--- config.mk ---
export PLATFORM = sky130hd
export DESIGN_NAME = bmm_ctrl
export DESIGN_NICKNAME = d
export VERILOG_FILES = /design/src/rtl/core/bmm_pkg.sv /design/src/rtl/core/bmm_ctrl.sv
export SDC_FILE = /design/constraint.sdc
export NUM_CORES = 1
export LEC_CHECK = 0
export BUFFER_PORTS_ARGS = -buffer_cell sky130_fd_sc_hd__buf_2
export CELL_PAD_IN_SITES_DETAIL_PLACEMENT = 1
export CELL_PAD_IN_SITES_GLOBAL_PLACEMENT = 1
export CORE_ASPECT_RATIO = 1.1
export CORE_MARGIN = 5
export CORE_UTILIZATION = 38
export DETAILED_ROUTE_END_ITERATION = 6
export PLACE_DENSITY_LB_ADDON = 0.15
export SKIP_CTS_REPAIR_TIMING = 1
export SYNTH_ARGS = -nofsm -noshare
export SYNTH_HDL_FRONTEND = slang
export SYNTH_SLANG_ARGS = --single-unit
export TNS_END_PERCENT = 50
--- constraint.sdc ---
create_clock -name clk -period 3.9 [get_ports clk]
set_input_delay 0.585 -clock clk [delete_from_list [all_inputs] [get_ports clk]]
set_output_delay 0.585 -clock clk [all_outputs]
set_load 0.02 [all_outputs]
--- src/rtl/core/bmm_pkg.sv ---
// Shared types, constants and codes for the bipartite matching engine.
`default_nettype none

package bmm_pkg;

    // Fixed field widths of the request, result, command and status items.
    localparam int VERT_W   = 6;
    localparam int IDX_W    = 7;
    localparam int DIST_W   = 7;
    localparam int VERT_LIM = 64;

    localparam int MAX_VERTICES_DEF = 64;

    localparam logic [DIST_W-1:0] DIST_INF = 7'h7f;

    // Request action codes.
    localparam logic [1:0] ACT_MARK  = 2'd0;
    localparam logic [1:0] ACT_EDGE  = 2'd1;
    localparam logic [1:0] ACT_RUN   = 2'd2;
    localparam logic [1:0] ACT_CLEAR = 2'd3;

    typedef struct packed {
        logic [1:0]        action;
        logic [VERT_W-1:0] vertex_a;
        logic [VERT_W-1:0] vertex_b;
    } bmm_req_t;

    typedef struct packed {
        logic [VERT_W-1:0] match_count;
        logic [VERT_W-1:0] left_vertex;
        logic [VERT_W-1:0] right_vertex;
        logic              pair_valid;
        logic              last;
    } bmm_res_t;

    // Commands from the sequencer to the storage datapath.
    typedef struct packed {
        logic              edge_set;
        logic              edge_zero;
        logic [VERT_W-1:0] edge_wrow;
        logic [VERT_W-1:0] edge_wcol;
        logic [VERT_W-1:0] edge_rrow;
        logic              mark_set;
        logic [VERT_W-1:0] mark_vert;
        logic              marks_clr;
        logic              run_init;
        logic              part_we;
        logic [IDX_W-1:0]  part_waddr;
        logic [IDX_W-1:0]  part_wdata;
        logic [IDX_W-1:0]  part_raddr;
        logic              flag_set;
        logic              dist_we;
        logic [IDX_W-1:0]  dist_waddr;
        logic [DIST_W-1:0] dist_wdata;
        logic [IDX_W-1:0]  dist_raddr;
        logic              q_we;
        logic [VERT_W-1:0] q_waddr;
        logic [IDX_W-1:0]  q_wdata;
        logic [VERT_W-1:0] q_raddr;
        logic              s_we;
        logic [VERT_W-1:0] s_waddr;
        logic [IDX_W-1:0]  s_wvert;
        logic [IDX_W-1:0]  s_wnext;
        logic [VERT_W-1:0] s_raddr;
    } bmm_cmd_t;

    // Status from the storage datapath back to the sequencer.
    typedef struct packed {
        logic [VERT_LIM-1:0] edge_row;
        logic [VERT_LIM-1:0] left_marks;
        logic [VERT_LIM-1:0] matched;
        logic [IDX_W-1:0]    part_q;
        logic [DIST_W-1:0]   dist_q;
        logic [DIST_W-1:0]   dist0;
        logic [IDX_W-1:0]    q_q;
        logic [IDX_W-1:0]    s_vert_q;
        logic [IDX_W-1:0]    s_next_q;
    } bmm_stat_t;

endpackage

`default_nettype wire

--- src/rtl/core/bmm_ctrl.sv ---
// Sequencer: request decode, layering search, stack-driven augmentation and result emission.
`default_nettype none

module bmm_ctrl
    import bmm_pkg::*;
#(
    parameter int MAX_VERTICES = MAX_VERTICES_DEF
) (
    input  wire logic      clk,
    input  wire logic      rst_n,
    input  wire logic      start,
    input  wire bmm_req_t  request,
    output logic           busy,
    output logic           result_valid,
    output bmm_res_t       result,
    output bmm_cmd_t       cmd,
    input  wire bmm_stat_t stat
);

    localparam logic [4:0] S_IDLE = 5'd0;
    localparam logic [4:0] S_CLR  = 5'd1;
    localparam logic [4:0] S_BI   = 5'd2;
    localparam logic [4:0] S_BQ   = 5'd3;
    localparam logic [4:0] S_BU   = 5'd4;
    localparam logic [4:0] S_BD   = 5'd5;
    localparam logic [4:0] S_BS   = 5'd6;
    localparam logic [4:0] S_BP   = 5'd7;
    localparam logic [4:0] S_BW   = 5'd8;
    localparam logic [4:0] S_AI   = 5'd9;
    localparam logic [4:0] S_FL   = 5'd10;
    localparam logic [4:0] S_FD   = 5'd11;
    localparam logic [4:0] S_DS   = 5'd12;
    localparam logic [4:0] S_DPT  = 5'd13;
    localparam logic [4:0] S_DW   = 5'd14;
    localparam logic [4:0] S_DP   = 5'd15;
    localparam logic [4:0] S_CM   = 5'd16;
    localparam logic [4:0] S_C1   = 5'd17;
    localparam logic [4:0] S_C2   = 5'd18;
    localparam logic [4:0] S_EM   = 5'd19;
    localparam logic [4:0] S_EO   = 5'd20;

    localparam logic [IDX_W-1:0] NV      = IDX_W'(MAX_VERTICES);
    localparam logic [IDX_W-1:0] NV_LAST = IDX_W'(MAX_VERTICES - 1);
    localparam logic [IDX_W-1:0] ONE     = IDX_W'(1);

    logic [4:0]        st_reg, st_next;
    logic [IDX_W-1:0]  i_reg, i_next;
    logic [IDX_W-1:0]  v_reg, v_next;
    logic [IDX_W-1:0]  head_reg, head_next;
    logic [IDX_W-1:0]  tail_reg, tail_next;
    logic [IDX_W-1:0]  depth_reg, depth_next;
    logic [IDX_W-1:0]  cu_reg, cu_next;
    logic [DIST_W-1:0] du_reg, du_next;
    logic [IDX_W-1:0]  k_reg, k_next;
    logic [VERT_W-1:0] cnt_reg, cnt_next;
    logic              res_vld_reg, res_vld_next;
    bmm_res_t          res_reg, res_next;

    logic              accept;
    logic              cand;
    logic [VERT_LIM-1:0] emask;
    logic [VERT_LIM-1:0] emask_hi;
    logic [IDX_W-1:0]  uq_m1;
    logic [IDX_W-1:0]  cu_m1;
    logic [IDX_W-1:0]  right_m1;
    logic [IDX_W:0]    want;

    function automatic logic [VERT_W-1:0] depth_m1(input logic [IDX_W-1:0] d);
        logic [IDX_W-1:0] t;
        t = d - IDX_W'(1);
        return t[VERT_W-1:0];
    endfunction

    assign accept   = start && (st_reg == S_IDLE);
    assign cand     = stat.edge_row[v_reg[VERT_W-1:0]] && !stat.left_marks[v_reg[VERT_W-1:0]];
    assign emask    = stat.left_marks & stat.matched;
    assign emask_hi = (emask >> i_reg) >> 1;
    assign uq_m1    = stat.q_q - ONE;
    assign cu_m1    = cu_reg - ONE;
    assign right_m1 = stat.part_q - ONE;
    assign want     = {1'b0, du_reg} + (IDX_W + 1)'(1);

    always_comb
    begin
        st_next      = st_reg;
        i_next       = i_reg;
        v_next       = v_reg;
        head_next    = head_reg;
        tail_next    = tail_reg;
        depth_next   = depth_reg;
        cu_next      = cu_reg;
        du_next      = du_reg;
        k_next       = k_reg;
        cnt_next     = cnt_reg;
        res_vld_next = 1'b0;
        res_next     = res_reg;

        cmd            = '0;
        cmd.edge_rrow  = (st_reg == S_BU) ? uq_m1[VERT_W-1:0] : cu_m1[VERT_W-1:0];
        cmd.part_raddr = (st_reg == S_EM) ? i_reg + ONE : v_reg + ONE;
        cmd.dist_raddr = ((st_reg == S_BU) ? stat.q_q :
                          ((st_reg == S_BP) || (st_reg == S_DPT)) ? stat.part_q : cu_reg);
        cmd.q_raddr    = head_reg[VERT_W-1:0];
        cmd.q_waddr    = tail_reg[VERT_W-1:0];
        cmd.s_raddr    = k_reg[VERT_W-1:0];

        case (st_reg)
            S_CLR:
            begin
                cmd.edge_zero = 1'b1;
                cmd.edge_wrow = i_reg[VERT_W-1:0];
                cmd.marks_clr = 1'b1;
                i_next        = i_reg + ONE;
                if (i_reg == NV_LAST)
                begin
                    i_next  = '0;
                    st_next = S_IDLE;
                end
            end

            S_IDLE:
            begin
                if (accept)
                begin
                    case (request.action)
                        ACT_MARK:
                        begin
                            cmd.mark_set  = ({1'b0, request.vertex_a} < NV);
                            cmd.mark_vert = request.vertex_a;
                        end
                        ACT_EDGE:
                        begin
                            cmd.edge_set  = ({1'b0, request.vertex_a} < NV) &&
                                            ({1'b0, request.vertex_b} < NV);
                            cmd.edge_wrow = request.vertex_a;
                            cmd.edge_wcol = request.vertex_b;
                        end
                        ACT_RUN:
                        begin
                            cmd.run_init = 1'b1;
                            cnt_next     = '0;
                            i_next       = '0;
                            head_next    = '0;
                            tail_next    = '0;
                            st_next      = S_BI;
                        end
                        default:
                        begin
                            i_next  = '0;
                            st_next = S_CLR;
                        end
                    endcase
                end
            end

            // Layer zero holds every free left vertex.
            S_BI:
            begin
                if (i_reg == NV)
                begin
                    cmd.dist_we    = 1'b1;
                    cmd.dist_waddr = '0;
                    cmd.dist_wdata = DIST_INF;
                    st_next        = S_BQ;
                end
                else
                begin
                    if (stat.left_marks[i_reg[VERT_W-1:0]])
                    begin
                        cmd.dist_we    = 1'b1;
                        cmd.dist_waddr = i_reg + ONE;
                        if (stat.matched[i_reg[VERT_W-1:0]])
                        begin
                            cmd.dist_wdata = DIST_INF;
                        end
                        else
                        begin
                            cmd.dist_wdata = '0;
                            cmd.q_we       = 1'b1;
                            cmd.q_wdata    = i_reg + ONE;
                            tail_next      = tail_reg + ONE;
                        end
                    end
                    i_next = i_reg + ONE;
                end
            end

            S_BQ:
            begin
                if (head_reg == tail_reg)
                begin
                    i_next = '0;
                    if (stat.dist0 != DIST_INF)
                    begin
                        st_next = S_AI;
                    end
                    else
                    begin
                        st_next = S_EM;
                    end
                end
                else
                begin
                    head_next = head_reg + ONE;
                    st_next   = S_BU;
                end
            end

            S_BU:
            begin
                cu_next = stat.q_q;
                st_next = S_BD;
            end

            S_BD:
            begin
                if (stat.dist_q >= stat.dist0)
                begin
                    st_next = S_BQ;
                end
                else
                begin
                    du_next = stat.dist_q;
                    v_next  = '0;
                    st_next = S_BS;
                end
            end

            S_BS:
            begin
                if (v_reg == NV)
                begin
                    st_next = S_BQ;
                end
                else if (cand)
                begin
                    st_next = S_BP;
                end
                else
                begin
                    v_next = v_reg + ONE;
                end
            end

            S_BP:
            begin
                st_next = S_BW;
            end

            S_BW:
            begin
                if (stat.dist_q == DIST_INF)
                begin
                    cmd.dist_we    = 1'b1;
                    cmd.dist_waddr = stat.part_q;
                    cmd.dist_wdata = du_reg + DIST_W'(1);
                    if (stat.part_q != '0)
                    begin
                        cmd.q_we    = 1'b1;
                        cmd.q_wdata = stat.part_q;
                        tail_next   = tail_reg + ONE;
                    end
                end
                v_next  = v_reg + ONE;
                st_next = S_BS;
            end

            S_AI:
            begin
                if (i_reg == NV)
                begin
                    i_next    = '0;
                    head_next = '0;
                    tail_next = '0;
                    st_next   = S_BI;
                end
                else if (stat.left_marks[i_reg[VERT_W-1:0]] &&
                         !stat.matched[i_reg[VERT_W-1:0]])
                begin
                    cu_next    = i_reg + ONE;
                    depth_next = ONE;
                    v_next     = '0;
                    st_next    = S_FL;
                end
                else
                begin
                    i_next = i_reg + ONE;
                end
            end

            S_FL:
            begin
                st_next = S_FD;
            end

            S_FD:
            begin
                du_next = stat.dist_q;
                st_next = S_DS;
            end

            S_DS:
            begin
                if (v_reg == NV)
                begin
                    // Dead end: drop the vertex from the layering and pop its frame.
                    cmd.dist_we    = 1'b1;
                    cmd.dist_waddr = cu_reg;
                    cmd.dist_wdata = DIST_INF;
                    cmd.s_raddr    = depth_reg[VERT_W-1:0] - VERT_W'(2);
                    depth_next     = depth_reg - ONE;
                    if (depth_reg == ONE)
                    begin
                        i_next  = i_reg + ONE;
                        st_next = S_AI;
                    end
                    else
                    begin
                        st_next = S_DP;
                    end
                end
                else if (cand)
                begin
                    st_next = S_DPT;
                end
                else
                begin
                    v_next = v_reg + ONE;
                end
            end

            S_DPT:
            begin
                st_next = S_DW;
            end

            S_DW:
            begin
                if ({1'b0, stat.dist_q} == want)
                begin
                    cmd.s_we    = 1'b1;
                    cmd.s_waddr = depth_m1(depth_reg);
                    cmd.s_wvert = cu_reg;
                    cmd.s_wnext = v_reg + ONE;
                    if (stat.part_q == '0)
                    begin
                        k_next  = '0;
                        st_next = S_CM;
                    end
                    else
                    begin
                        cu_next    = stat.part_q;
                        v_next     = '0;
                        depth_next = depth_reg + ONE;
                        st_next    = S_FL;
                    end
                end
                else
                begin
                    v_next  = v_reg + ONE;
                    st_next = S_DS;
                end
            end

            S_DP:
            begin
                cu_next = stat.s_vert_q;
                v_next  = stat.s_next_q;
                st_next = S_FL;
            end

            // Flip the augmenting path one frame at a time.
            S_CM:
            begin
                if (k_reg == depth_reg)
                begin
                    cnt_next = cnt_reg + VERT_W'(1);
                    i_next   = i_reg + ONE;
                    st_next  = S_AI;
                end
                else
                begin
                    st_next = S_C1;
                end
            end

            S_C1:
            begin
                cmd.part_we    = 1'b1;
                cmd.part_waddr = stat.s_vert_q;
                cmd.part_wdata = stat.s_next_q;
                cmd.flag_set   = 1'b1;
                st_next        = S_C2;
            end

            S_C2:
            begin
                cmd.part_we    = 1'b1;
                cmd.part_waddr = stat.s_next_q;
                cmd.part_wdata = stat.s_vert_q;
                k_next         = k_reg + ONE;
                st_next        = S_CM;
            end

            S_EM:
            begin
                if (i_reg == NV)
                begin
                    if (cnt_reg == '0)
                    begin
                        res_vld_next = 1'b1;
                        res_next     = '{match_count: '0, left_vertex: '0,
                                        right_vertex: '0, pair_valid: 1'b0, last: 1'b1};
                    end
                    i_next  = '0;
                    st_next = S_IDLE;
                end
                else if (emask[i_reg[VERT_W-1:0]])
                begin
                    st_next = S_EO;
                end
                else
                begin
                    i_next = i_reg + ONE;
                end
            end

            S_EO:
            begin
                res_vld_next = 1'b1;
                res_next     = '{match_count: cnt_reg, left_vertex: i_reg[VERT_W-1:0],
                                right_vertex: right_m1[VERT_W-1:0], pair_valid: 1'b1,
                                last: (emask_hi == '0)};
                i_next       = i_reg + ONE;
                st_next      = S_EM;
            end

            default:
            begin
                st_next = S_IDLE;
            end
        endcase
    end

    always_ff @(posedge clk or negedge rst_n)
    begin
        if (!rst_n)
        begin
            st_reg      <= S_CLR;
            i_reg       <= '0;
            v_reg       <= '0;
            head_reg    <= '0;
            tail_reg    <= '0;
            depth_reg   <= '0;
            cu_reg      <= '0;
            du_reg      <= '0;
            k_reg       <= '0;
            cnt_reg     <= '0;
            res_vld_reg <= 1'b0;
        end
        else
        begin
            st_reg      <= st_next;
            i_reg       <= i_next;
            v_reg       <= v_next;
            head_reg    <= head_next;
            tail_reg    <= tail_next;
            depth_reg   <= depth_next;
            cu_reg      <= cu_next;
            du_reg      <= du_next;
            k_reg       <= k_next;
            cnt_reg     <= cnt_next;
            res_vld_reg <= res_vld_next;
        end
    end

    always_ff @(posedge clk)
    begin
        res_reg <= res_next;
    end

    assign busy         = (st_reg != S_IDLE);
    assign result_valid = res_vld_reg;
    assign result       = res_reg;

endmodule

`default_nettype wire

* Word-level counts from Yosys, hierarchy flattened
Cells that the tools add are included.
** Cells by class
- Muxes and demuxes :: 130
- Bitwise gates (word level) :: 1
- Add/subtract/negate cells :: 14
- Shift operators :: 1
- Magnitude comparators :: 3
- Equality and inequality tests :: 64
- Reductions and logical operators :: 36
** Operators by type and width (count)
- $mux 7 :: 52
- $pmux 5 s21 :: 1
- $mux 5 :: 16
- $and 64x64->64 :: 1
- $logic_not 64->1 :: 1
- $shr 64x7->64 :: 1
- $pmux 7 s9 :: 1
- $mux 15 :: 4
- $pmux 7 s4 :: 2
- $add 7x1->7 const B :: 7
- $ne 2x2->1 const B :: 23
- $pmux 15 s3 :: 1
- $mux 21 :: 2
- $mux 6 :: 7
- $pmux 7 s2 :: 3
- $pmux 7 s3 :: 2
- $pmux 7 s6 :: 1
- $eq 5x4->1 const B :: 8
- $mux 20 :: 2
- $pmux 20 s2 :: 1
- $bmux 1 s6 :: 5
- $pmux 15 s2 :: 1
- $eq 5x5->1 const B :: 5
- $mux 12 :: 2
- 50 further kinds :: 100
** Storage, ports and cells
- Output and inout port bits :: 143
- Flip-flop bits (word level) :: 88
- Input bits :: 251

* Logic depth before layout (Yosys ltp)
- Depth after elaboration :: 7
- Mapped depth :: 15

* Worst setup path before layout
Ideal clock, no wire load.
- Path type :: reg-to-output
- From :: register i_reg[0]
- To :: output port cmd[46] in the netlist's numbering
- Data required time :: 3.315 ns
- Arrival time :: 2.832 ns
- Slack :: 0.483 ns
- Stages on the path, launching flop included :: 13
- Buffers on the path :: 4
- Cells stage by stage :: dfrtp_1 -> buf_6 -> buf_12 -> inv_4 -> buf_2 -> buf_1 -> ha_1 -> nand3_1 -> o22a_1 -> o211ai_1 -> nand2b_1 -> a21boi_0 -> inv_1
** RTL lines
- from (decl) :: RTL line bmm_ctrl.sv:47 : logic [IDX_W-1:0] i_reg, i_next;
- from (signal assigned) :: RTL line bmm_ctrl.sv:464 : i_reg <= i_next;
- to (decl) :: RTL line bmm_ctrl.sv:16 : output bmm_cmd_t cmd,

==> report_table.html <==
<table>
<tr><th>Metric</th><th>Value</th></tr>
<tr><th colspan="2">Power and ir drop</th></tr>
<tr><td>Worst vdd rail ir drop</td><td>a little over 400 µV</td></tr>
<tr><td>Leakage</td><td>~6.7 nW</td></tr>
<tr><td>Pwr per Cell Area</td><td>about 580 nW/µm²</td></tr>
<tr><td>Design Power</td><td>0.00873 W</td></tr>
<tr><th colspan="2">Clocking</th></tr>
<tr><td>Worst-Skew Late Latency</td><td>approximately 350 ps</td></tr>
<tr><td>Reg clk slew, reported paths</td><td>around 70 ps</td></tr>
<tr><td>Number of levels in the clock H-tree</td><td>3</td></tr>
<tr><td>Cts bufs inserted</td><td>9</td></tr>
<tr><td>TritonCTS sink count</td><td>88</td></tr>
<tr><td>Buffer levels on the longest clock path</td><td>2</td></tr>
<tr><td>CTS tree</td><td>done</td></tr>
<tr><td>Root Buffer Master</td><td>sky130_fd_sc_hd__clkbuf_16</td></tr>
<tr><th colspan="2">Setup path</th></tr>
<tr><td>Reg2reg end</td><td>result[0]</td></tr>
<tr><td>Type of destination of the critical path</td><td>primary output</td></tr>
<tr><td>Number of cells traversed by the worst register-to-register path</td><td>10</td></tr>
<tr><td>Arr. time, crit path</td><td>roughly 3300 ps</td></tr>
<tr><td>Start of the worst register-to-register path</td><td>i_reg[0]</td></tr>
<tr><td>Crit path max fanout</td><td>7</td></tr>
<tr><td>Reg-to-reg slack, setup</td><td>220 ps</td></tr>
<tr><td>Crit path required time</td><td>about 3300 ps</td></tr>
<tr><td>Crit path kind</td><td>reg -&gt; out</td></tr>
<tr><td>Worst Setup Start Kind</td><td>flip-flop</td></tr>
<tr><th colspan="2">Place</th></tr>
<tr><td>Placement-stage cell area</td><td>14600 µm²</td></tr>
<tr><td>Total of buffers placed on input and output ports</td><td>approximately 390</td></tr>
<tr><td>Number of cells in the design after placement</td><td>2363</td></tr>
<tr><td>Gpl congestion</td><td>0.987</td></tr>
<tr><td>Post-detail-place hpwl</td><td>about 55000 µm</td></tr>
<tr><th colspan="2">Run</th></tr>
<tr><td>Number of maximum-capacitance constraint violations</td><td>0</td></tr>
<tr><th colspan="2">Routing</th></tr>
<tr><td>DR vias</td><td>15300</td></tr>
<tr><td>Total routed wirelength</td><td>~67000 µm</td></tr>
<tr><td>Routed Antenna Nets</td><td>0</td></tr>
<tr><td>Routed len/inst</td><td>around 28 µm</td></tr>
<tr><td>Residual DRC</td><td>0</td></tr>
<tr><td>Pre-Repair DR Iteration Count</td><td>7</td></tr>
<tr><td>Number of violations reported at the end of detailed-routing iteration 0</td><td>about 1400</td></tr>
<tr><td>Vias per std cell</td><td>between 6 and 7</td></tr>
<tr><th colspan="2">Synthesis</th></tr>
<tr><td>Syn avg cell area</td><td>7.64 µm²</td></tr>
<tr><td>Synthesized instance count</td><td>1580</td></tr>
<tr><td>Number of enable flip-flop cells after synthesis</td><td>20</td></tr>
<tr><td>Synthesis warning total</td><td>0</td></tr>
<tr><td>Netlist area before placement</td><td>between 10000 and 15000 µm²</td></tr>
<tr><td>Most instantiated flip-flop cell in the synthesis netlist</td><td>sky130_fd_sc_hd__dfrtp_1</td></tr>
<tr><td>Share of synthesized area occupied by flip-flops and latches</td><td>between 10% and 20%</td></tr>
<tr><td>Distinct cell type count of the synthesized netlist</td><td>97</td></tr>
<tr><td>Number of nets in the synthesized netlist</td><td>between 1500 and 2000</td></tr>
<tr><td>#FFs+latches synth</td><td>just under 90</td></tr>
<tr><td>Share of synthesized registers carrying an async set or reset</td><td>a little under 80%</td></tr>
<tr><th colspan="2">Finish</th></tr>
<tr><td>Number of inserted filler cells in the final layout</td><td>a little over 4000</td></tr>
<tr><td>Layout Area Growth over Synthesis</td><td>25.1%</td></tr>
<tr><td>Share of layout cells above drive strength 1</td><td>29.6%</td></tr>
<tr><td># nets final</td><td>2238</td></tr>
<tr><td>Post-route cell area</td><td>around 15000 µm²</td></tr>
<tr><td>Area of all sequential standard cells</td><td>between 2000 and 2500 µm²</td></tr>
<tr><td>Post-Route Utilization</td><td>48.1%</td></tr>
<tr><td>Combined area of the multi-input logic cells</td><td>between 8000 and 9000 µm²</td></tr>
<tr><td>Non-filler cells, final</td><td>around 2400</td></tr>
<tr><td>Flip-flop count of the largest register, all copies and words added</td><td>20</td></tr>
<tr><th colspan="2">STA</th></tr>
<tr><td>Total negative slack</td><td>0 ps</td></tr>
<tr><td>Maximum clock frequency</td><td>about 260 MHz</td></tr>
<tr><td>Final count of hold timing violations</td><td>0</td></tr>
<tr><td>Portion of the clock cycle consumed by the worst path in the final layout</td><td>98.7%</td></tr>
<tr><td>Worst clock skew on the final layout</td><td>approximately 12 ps</td></tr>
<tr><td>Rel. slew slack</td><td>a little under two fifths</td></tr>
<tr><td>Pin slew with the least headroom to its limit</td><td>roughly 930 ps</td></tr>
<tr><td>Max Slew Vio Count</td><td>0</td></tr>
<tr><td>Shortest period the worst path allows</td><td>~3800 ps</td></tr>
<tr><td>Setup violations, final</td><td>0</td></tr>
<tr><th colspan="2">Floorplanning</th></tr>
<tr><td>Placement Rows</td><td>68</td></tr>
<tr><td>Initial core utilization</td><td>between 30% and 40%</td></tr>
<tr><td>Num ports</td><td>~390</td></tr>
<tr><td>Vertical extent of the die</td><td>a little under 200 µm</td></tr>
<tr><td>Die area</td><td>35400 µm²</td></tr>
<tr><td>Die Width</td><td>about 180 µm</td></tr>
<tr><td>Floorplan core area</td><td>around 31000 µm²</td></tr>
<tr><th colspan="2">GRT</th></tr>
<tr><td>Overall fraction of global-route tracks in use</td><td>about 35%</td></tr>
<tr><td>Via count of the first global-routing pass</td><td>approximately 16000</td></tr>
<tr><td>Antenna violations before repair</td><td>3</td></tr>
<tr><td>Total global routing overflow</td><td>0</td></tr>
<tr><td>Global-route wire length before repair</td><td>98100 µm</td></tr>
<tr><td>Pin count of the biggest net entering global routing</td><td>34</td></tr>
<tr><th colspan="2">Worst hold path</th></tr>
<tr><td>Class of the tightest hold or removal check</td><td>in -&gt; async</td></tr>
<tr><th colspan="2">Run status</th></tr>
<tr><td>Outcome</td><td>completed</td></tr>
</table>
how the worst max path moves through the flow:
stage / to / slack (ps) / from / cells after the start
after global routing: cmd[46] / -30 / i_reg[0] / 13
after floorplan: cmd[46] / 480 / i_reg[0] / 12
after CTS: cmd[56] / -230 / i_reg[0] / 11
final: cmd[39] / 50 / i_reg[0] / 10
after global placement: cmd[57] / 220 / i_reg[0] / 10
after detailed placement: result[0] / 170 / i_reg[0] / 9
cells in the mapped netlist (17+ instances only):
cell type / instances / area, µm²
sky130_fd_sc_hd__xnor2_1: 39 / 342
sky130_fd_sc_hd__clkbuf_1: 62 / 233
sky130_fd_sc_hd__inv_1: 57 / 214
sky130_fd_sc_hd__o21ai_0: 86 / 430
sky130_fd_sc_hd__o22ai_1: 30 / 188
sky130_fd_sc_hd__dfrtp_1: 67 / 1680
sky130_fd_sc_hd__a21oi_1: 80 / 400
sky130_fd_sc_hd__mux4_2: 21 / 473
sky130_fd_sc_hd__buf_4: 22 / 165
sky130_fd_sc_hd__mux2i_1: 55 / 551
sky130_fd_sc_hd__a22oi_1: 32 / 240
sky130_fd_sc_hd__mux2_2: 17 / 191
sky130_fd_sc_hd__nand3_1: 57 / 285
sky130_fd_sc_hd__a22o_1: 31 / 272
sky130_fd_sc_hd__edfxtp_1: 20 / 601
sky130_fd_sc_hd__xor2_1: 30 / 263
sky130_fd_sc_hd__buf_2: 24 / 120
sky130_fd_sc_hd__nand4b_1: 23 / 201
sky130_fd_sc_hd__nor2_1: 163 / 612
sky130_fd_sc_hd__and3_1: 26 / 163
sky130_fd_sc_hd__nor2b_1: 19 / 119
sky130_fd_sc_hd__o211ai_1: 26 / 195
sky130_fd_sc_hd__and2_1: 32 / 200
sky130_fd_sc_hd__nand4_1: 42 / 263
sky130_fd_sc_hd__nor3_1: 36 / 180
sky130_fd_sc_hd__ha_1: 25 / 313
sky130_fd_sc_hd__nand2_1: 165 / 619
layout by cell type, fill, tap and decap left out, types with 13 or more instances in the layout:
| master | synthesis | layout |
|---|---|---|
| sky130_fd_sc_hd__o31ai_1 | 16 | 14 |
| sky130_fd_sc_hd__buf_4 | 22 | 91 |
| sky130_fd_sc_hd__nand4_1 | 42 | 42 |
| sky130_fd_sc_hd__o211ai_1 | 26 | 26 |
| sky130_fd_sc_hd__a22oi_1 | 32 | 32 |
| sky130_fd_sc_hd__mux2_2 | 17 | 17 |
| sky130_fd_sc_hd__xor2_1 | 30 | 30 |
| sky130_fd_sc_hd__mux4_2 | 21 | 21 |
| sky130_fd_sc_hd__nor2b_1 | 19 | 17 |
| sky130_fd_sc_hd__dfrtp_1 | 67 | 64 |
| sky130_fd_sc_hd__nand2b_1 | 14 | 14 |
| sky130_fd_sc_hd__buf_2 | 24 | 393 |
| sky130_fd_sc_hd__mux2i_1 | 55 | 54 |
| sky130_fd_sc_hd__nand2_1 | 165 | 164 |
| sky130_fd_sc_hd__nor2_1 | 163 | 162 |
| sky130_fd_sc_hd__inv_1 | 57 | 57 |
| sky130_fd_sc_hd__a21oi_1 | 80 | 80 |
| sky130_fd_sc_hd__a22o_1 | 31 | 31 |
| sky130_fd_sc_hd__and2_1 | 32 | 32 |
| sky130_fd_sc_hd__and3_1 | 26 | 26 |
| sky130_fd_sc_hd__edfxtp_1 | 20 | 20 |
| sky130_fd_sc_hd__nand3_1 | 57 | 56 |
| sky130_fd_sc_hd__nor4_1 | 13 | 13 |
| sky130_fd_sc_hd__o22ai_1 | 30 | 30 |
| sky130_fd_sc_hd__o21ai_0 | 86 | 84 |
| sky130_fd_sc_hd__nor3_1 | 36 | 36 |
| sky130_fd_sc_hd__nand4b_1 | 23 | 23 |
| sky130_fd_sc_hd__xnor2_1 | 39 | 39 |
| sky130_fd_sc_hd__ha_1 | 25 | 25 |
metal layers:
metal,GRT usage (%),wire length [µm]
met5,0,0
met4,20.0,4320
met3,4.10,3830
met2,64.2,33600
met1,40.8,25200
critical path, cell delays in order, from the launching register on:
cell and delay, ps:
sky130_fd_sc_hd__dfrtp_4 490, sky130_fd_sc_hd__buf_6 180, sky130_fd_sc_hd__mux4_1 570, sky130_fd_sc_hd__a22o_1 290
sky130_fd_sc_hd__nor2_1 110, sky130_fd_sc_hd__nand3_1 170, sky130_fd_sc_hd__mux2i_4 260, sky130_fd_sc_hd__nand2b_1 190
sky130_fd_sc_hd__buf_4 210, sky130_fd_sc_hd__o21ai_0 210, sky130_fd_sc_hd__buf_2 210
logic make-up after synthesis:
| kind of cell | Yosys count | synth area share, % |
|---|---|---|
| multiplexers | 100 | 11.6 |
| flip-flops | 88 | 19.1 |
| XOR/XNOR | 70 | 5.19 |
| buffers and inverters | 179 | 6.84 |
| AND/OR/NAND/NOR | 661 | 28.2 |
| AO/OA/AOI/OAI | 457 | 26.5 |
| adder cells (fa/ha/maj) | 25 | 2.59 |
area by class of cell:
cell class | instances | area share [%]
Multi-Input combinational cell | 1313 | 59.5
Timing Repair Buffer | 489 | 18.0
Sequential cell | 88 | 15.3
Tap cell | 420 | 3.48
Inverter | 61 | 1.53
Clock buffer | 9 | 1.49
Clock inverter | 7 | 0.539
Antenna cell | 4 | 0.0663
where the power goes:
part	switching, W	internal, W
sequential	0.000410	0.00113
combinational	0.00389	0.00239
clock	0.000409	0.000505
stage by stage:
stage / hold WS (ps) / setup WS (ps)
after floorplan: 289 / 483
after global placement: 495 / 215
after detailed placement: 501 / 174
after CTS: 344 / -228
after global routing: 383 / -26.6
final: 322 / 50.4
Note: power is estimated with default switching activity, not from simulation.
